$ cat config.mk
export PLATFORM = sky130hd
export DESIGN_NAME = ream_queue
export DESIGN_NICKNAME = d
export VERILOG_FILES = /design/src/rtl/ream_pkg.sv /design/src/rtl/ream_queue.sv
export SDC_FILE = /design/constraint.sdc
export NUM_CORES = 1
export LEC_CHECK = 0
export BUFFER_PORTS_ARGS = -buffer_cell sky130_fd_sc_hd__buf_2
export CAP_MARGIN = 5
export CORE_MARGIN = 2
export CORE_UTILIZATION = 25
export DETAILED_ROUTE_END_ITERATION = 7
export PLACE_DENSITY_LB_ADDON = 0.12
export SLEW_MARGIN = 15
export SYNTH_ARGS = -nofsm -noshare
export SYNTH_HDL_FRONTEND = slang
export SYNTH_SLANG_ARGS = --single-unit
$ cat constraint.sdc
create_clock -name clk -period 20.1 [get_ports clk]
set_clock_uncertainty 0.15 [all_clocks]
set_input_delay 2.01 -clock clk [delete_from_list [all_inputs] [get_ports clk]]
set_output_delay 2.01 -clock clk [all_outputs]
set_load 0.01 [all_outputs]
$ cat src/rtl/ream_pkg.sv
`timescale 1ns / 1ps
// ----------------------------------------------------------------------------
// ream_pkg
// Shared widths, codes, types and helper functions for the reference element
// affine map.
// ----------------------------------------------------------------------------
package ream_pkg;

  localparam int COORD_W   = 32;
  localparam int FRAC_BITS = 16;
  localparam int DIFF_W    = COORD_W + 1;
  localparam int PROD_W    = 2 * DIFF_W;
  localparam int DEN_W     = PROD_W + 1;
  localparam int NUM_W     = DEN_W + FRAC_BITS;
  localparam int QB        = COORD_W + 2;
  localparam int LIM_W     = DEN_W + QB;
  localparam int FIN_W     = NUM_W + 2;
  localparam int NMUL      = 6;
  localparam int QDEPTH    = 4;
  localparam int QPTR_W    = $clog2(QDEPTH);

  localparam logic [2:0] KIND_TRI  = 3'd3;
  localparam logic [2:0] KIND_RECT = 3'd4;
  localparam logic       CMD_G2L   = 1'b0;
  localparam logic       CMD_L2G   = 1'b1;

  localparam logic signed [FIN_W-1:0] ONE_FIN = FIN_W'(1) <<< FRAC_BITS;
  localparam logic signed [FIN_W-1:0] SAT_MAX = (FIN_W'(1) <<< (COORD_W - 1)) - FIN_W'(1);
  localparam logic signed [FIN_W-1:0] SAT_MIN = -(FIN_W'(1) <<< (COORD_W - 1));

  typedef enum logic [1:0] {
    ST_OK      = 2'd0,
    ST_UNKNOWN = 2'd1,
    ST_DEGEN   = 2'd2,
    ST_SAT     = 2'd3
  } status_t;

  // One classified transaction, handed from the front end to the divider.
  typedef struct packed {
    logic                       bypass;
    status_t                    bstat;
    logic                       div;
    logic                       sub_one;
    logic signed [NUM_W-1:0]    num_x;
    logic signed [NUM_W-1:0]    num_y;
    logic signed [DEN_W-1:0]    den_x;
    logic signed [DEN_W-1:0]    den_y;
    logic signed [COORD_W-1:0]  pt_x;
    logic signed [COORD_W-1:0]  pt_y;
  } work_t;

  // One coordinate inside the long division pipeline.
  typedef struct packed {
    logic [NUM_W-1:0] rem;
    logic [DEN_W-1:0] ud;
    logic [QB-1:0]    q;
    logic             qneg;
    logic             huge;
  } lane_t;

  typedef struct packed {
    logic                       bypass;
    status_t                    bstat;
    logic                       div;
    logic                       sub_one;
    logic signed [COORD_W-1:0]  pt_x;
    logic signed [COORD_W-1:0]  pt_y;
    lane_t                      lx;
    lane_t                      ly;
  } stage_t;

  typedef struct packed {
    logic                       clip;
    logic signed [COORD_W-1:0]  v;
  } satv_t;

  // Set up a lane: magnitudes, quotient sign and the early overflow check.
  // A lane that needs no division keeps its value in rem and gets an
  // all-ones divisor so that no step ever subtracts.
  function automatic lane_t lane_init(logic signed [NUM_W-1:0] num,
                                      logic signed [DEN_W-1:0] den,
                                      logic div);
    lane_t            l;
    logic [NUM_W-1:0] un;
    logic [DEN_W-1:0] ud;
    logic [LIM_W-1:0] lim;
    un = num[NUM_W-1] ? NUM_W'(-num) : NUM_W'(num);
    ud = den[DEN_W-1] ? DEN_W'(-den) : DEN_W'(den);
    lim = {ud, {QB{1'b0}}};
    l.rem = un;
    l.q   = '0;
    if (div) begin
      l.ud   = ud;
      l.qneg = num[NUM_W-1] ^ den[DEN_W-1];
      l.huge = (LIM_W'(un) >= lim);
    end else begin
      l.ud   = '1;
      l.qneg = num[NUM_W-1];
      l.huge = 1'b0;
    end
    return l;
  endfunction

  // One restoring division step for quotient bit bitpos.
  function automatic lane_t div_step(lane_t l, int unsigned bitpos);
    lane_t            o;
    logic [LIM_W-1:0] sh;
    logic [LIM_W-1:0] r;
    o  = l;
    sh = LIM_W'(l.ud) << bitpos;
    r  = LIM_W'(l.rem);
    if (r >= sh) begin
      o.rem = l.rem - sh[NUM_W-1:0];
      o.q   = l.q | (QB'(1) << bitpos);
    end
    return o;
  endfunction

  // Apply the sign, the optional -1 offset and clamp to the coordinate range.
  function automatic satv_t lane_finish(lane_t l, logic div, logic sub_one);
    satv_t                   s;
    logic [NUM_W-1:0]        mag;
    logic signed [FIN_W-1:0] val;
    mag = div ? NUM_W'(l.q) : l.rem;
    val = FIN_W'(mag);
    if (l.qneg) val = -val;
    if (sub_one) val = val - ONE_FIN;
    s.clip = 1'b1;
    if (l.huge) begin
      s.v = l.qneg ? SAT_MIN[COORD_W-1:0] : SAT_MAX[COORD_W-1:0];
    end else if (val > SAT_MAX) begin
      s.v = SAT_MAX[COORD_W-1:0];
    end else if (val < SAT_MIN) begin
      s.v = SAT_MIN[COORD_W-1:0];
    end else begin
      s.clip = 1'b0;
      s.v    = val[COORD_W-1:0];
    end
    return s;
  endfunction

endpackage

$ cat src/rtl/ream_queue.sv
`timescale 1ns / 1ps
// ----------------------------------------------------------------------------
// ream_queue
// Small register queue that decouples the front end from the divider.
// ----------------------------------------------------------------------------
module ream_queue (
  input  logic             clk,
  input  logic             rst_n,
  input  logic             push_valid,
  input  ream_pkg::work_t  push_data,
  output logic             push_ready,
  output logic             pop_valid,
  output ream_pkg::work_t  pop_data,
  input  logic             pop_ready
);
  import ream_pkg::*;

  work_t               mem_r [QDEPTH];
  logic [QPTR_W-1:0]   wr_r, rd_r;
  logic [QPTR_W:0]     cnt_r, cnt_nxt;
  logic                do_push, do_pop;

  assign push_ready = (cnt_r != (QPTR_W + 1)'(QDEPTH));
  assign pop_valid  = (cnt_r != '0);
  assign pop_data   = mem_r[rd_r];
  assign do_push    = push_valid && push_ready;
  assign do_pop     = pop_valid && pop_ready;

  always_comb begin
    cnt_nxt = cnt_r;
    if (do_push && !do_pop) cnt_nxt = cnt_r + 1'b1;
    else if (do_pop && !do_push) cnt_nxt = cnt_r - 1'b1;
  end

  always_ff @(posedge clk) begin
    if (!rst_n) begin
      wr_r  <= '0;
      rd_r  <= '0;
      cnt_r <= '0;
    end else begin
      cnt_r <= cnt_nxt;
      if (do_push) wr_r <= wr_r + 1'b1;
      if (do_pop)  rd_r <= rd_r + 1'b1;
    end
  end

  always_ff @(posedge clk) begin
    if (do_push) mem_r[wr_r] <= push_data;
  end

endmodule

==> key figures <==
GRT
  • Met2 usage: 0.219
  • Largest net degree at the start of global routing: 135
  • Total GRT Usage: 0.127
  • Grt met1 use: 0.150
  • Vias in the first global route: 26700
  • GRT Max-Usage Layer: met2
  • First-pass GRT wire length: 200000 um
  • Met3 Track Usage GR: 0.0428
  • Initial antenna violation count: 90
  • Total gr overflow: 0

Timing
  • Actual slew at the worst max-slew pin: 1.33 ns
  • Setup TNS: 0 ns
  • Max_slew headroom: 0.114
  • RSZ-0062 raised after global routing: false
  • Final Max Slew Viols: 0
  • Final period util: 0.347
  • FMAX: 143 MHz
  • Final setup fails: 0
  • Hold Violations, Final: 0
  • Final min period: 6.98 ns

Synthesis
  • EDFF count, synth: 1476
  • Post-Syn Area: 53700 um2
  • Main area contributors after synthesis: edfxtp_1 82%, mux4_2 15%, buf_6 0.75%
  • Primary FF master, synth: edfxtp_1
  • Synth cell types: 23
  • Syn_area_per_cell: 27.2 um2
  • Synthesized Nets: 2354
  • Post-synthesis cell count: 1975
  • Synth top area share: 0.825
  • Seq/Total Area, Yosys: 0.828
  • Yosys top cell by area: edfxtp_1
  • Async SR Flop Fraction: 0
  • Ys Warns: 0
  • Most frequent cell after synthesis: edfxtp_1
  • Most frequent cells after synthesis: 1476 x edfxtp_1, 369 x mux4_2, 38 x buf_2, 36 x buf_6, 9 x dfxtp_1
  • #FFs+latches synth: 1485

Routing
  • Via/cell ratio: 4.22
  • WL per Instance: 24.3 um
  • Total number of vias: 24600
  • Final wirelength: 142000 um
  • ANT nets after route: 0
  • DRC errors left: 0
  • Drt first pass iters: 5
  • Initial detailed-routing violation count: 1611

Floorplan
  • IO Count: 744
  • Die width: 468 um
  • CORE AREA: 214000 um2
  • Die height: 468 um
  • Initial Utilization: 0.251
  • # rows: 170
  • DIE AREA: 219000 um2

Setup path
  • Reg2reg start: cnt_r[0]
  • Crit-path max cell delay: 0.80 ns
  • CP Max Fanout: 55
  • Slowest stage cell, crit path: dfxtp_4
  • Critical Path AT: 4.82 ns
  • Top cell by count, worst path: buf_4
  • CP Data Required Time: 17.94 ns
  • Family with the most delay on the worst path: buffers and inverters
  • Worst path buffer plus inverter count: 4
  • Crit Path Class: flip-flop to primary output
  • CP cell instances: buf_4 -> buf_4 -> buf_4 -> mux4_2 -> buf_2
  • Critical Path Start Type: flip-flop
  • Crit end category: primary output

Status
  • Status: finished, final reports clean

Power and ir drop
  • Leak: 21.4 nW
  • Internal: 6.37 mW
  • Switching share of power: 0.279
  • Power per cell area: 133 nW/um2
  • Sequential Power Share: 0.436
  • Maximum VDD drop: 83.0 uV
  • Comb power frac: 0.227
  • Power Total: 8.83 mW
  • Clock Power Share: 0.337
  • Psw: 2.46 mW

Job
  • Max-cap viol count: 0

Worst hold path
  • Hold Crit Class: flip-flop to flip-flop
  • Hold path start: wr_r[1]

Clock network
  • Root Driver: clkbuf_16
  • Cts repair resizes: 0
  • # clock sinks: 1485
  • CTS clk-pin slew, worst paths: 0.06 ns
  • Clk buf depth: 3
  • Hold-fix buffers, CTS: 0
  • Setup Fix Bufs, Post-CTS: 0
  • CTS HTree Levels: 4
  • Clock Latency Late Sink: 0.79 ns
  • Num CTS Buffers: 168
  • CTS tree: built

Finish
  • Layout cell share with drive strength beyond 1: 0.466
  • Area Growth Syn to Fin: 23.1%
  • Total Nets Final: 3221

Placed design
  • Global placement routability congestion: 0.727
  • Hpwl dp: 90100 um
  • Port Buffer Count: 743
## kinds of logic after synthesis
logic type,Yosys count,synth area share
xor+xnor,4,0.000652
compound gates,5,0.000745
simple gates,17,0.00170
buf+inv,86,0.0119
mux,372,0.155
fa+ha+maj,6,0.00154
flops,1485,0.828
## state kept, by name (all words and copies together), names as in the netlist, named ones only
register	flops
cnt_r	3
wr_r	2
mem_r	1476
rd_r	2
## routing by layer
metal  routed length, um  up-vias  part of all wire
met3                9810      325             0.069
met1               55800    13100              0.39
met5                 328        -            0.0023
li1                    -    10400                 -
met2               71800      726              0.51
met4                3820       52             0.027
## path summary, 6_finish.rpt
check	endpoint	slack (ns)	cells after the start
hold / removal	wr_r[1]	0.36	2
setup / recovery	pop_data[286]	13.12	5
setup reg to reg	mem_r[1][330]	15.23	6
hold reg to reg	wr_r[1]	0.36	2
## placed cells by master, fill, tap and decap left out, types with 3 or more instances in the layout
cell type  count
clkbuf_1      39
clkinv_2      28
dfxtp_1        7
bufinv_16     15
mux2i_1        3
clkbuf_16    170
mux4_2       369
and2_1         4
diode_2       17
buf_12         3
nand2_1        5
inv_1          3
inv_16         4
xnor2_1        3
inv_6          6
and2_4         4
ha_1           5
edfxtp_1    1476
clkinv_1      37
buf_2        743
buf_4         34
## worst reg2reg max path, stage by stage, from the launching register on
cell and delay [ns]:
dfxtp_1 0.46, nor2_1 0.11, a21boi_2 0.36, and2_4 0.80, buf_4 0.84, buf_4 0.86, buf_4 0.87
## power groups by stage
stage	combinational (mW)	clock, mW	sequential [mW]
after global placement	2.08	0	3.90
after floorplan	1.24	0	3.99
after detailed placement	2.09	0	3.92
final	2.00	2.98	3.85
after global routing	2.16	3.20	3.88
after CTS	2.10	3.09	3.85
## metrics by stage
| step | std cells | instance area [um2] | hold WS [ns] | setup slack [ns] | utilization |
|---|---|---|---|---|---|
| 2_1_floorplan | 1975 | 53700 | 0.318 | 8.50 | - |
| 4_1_cts | 5817 | 66100 | 0.359 | 12.86 | 0.309 |
| 3_5_place_dp | 5510 | 60700 | 0.350 | 13.45 | 0.283 |
| 5_1_grt | 5825 | 66100 | 0.380 | 12.85 | 0.309 |
| 3_3_place_gp | 5510 | 60700 | 0.333 | 13.52 | 0.283 |
| 6_report | 5834 | 66100 | 0.357 | 13.12 | 0.309 |
## final cells by class
class                   count  area, um2
fillers                 20700     148000
clock inverters            96        963
clock buffers             211       4430
flip-flops and latches   1485      44500
repair buffers            780       4030
inverters                   3       11.3
diodes                     17       42.5
multi-input cells         404       8600
well taps                2838       3550
Note: power is estimated with default switching activity, not from simulation.
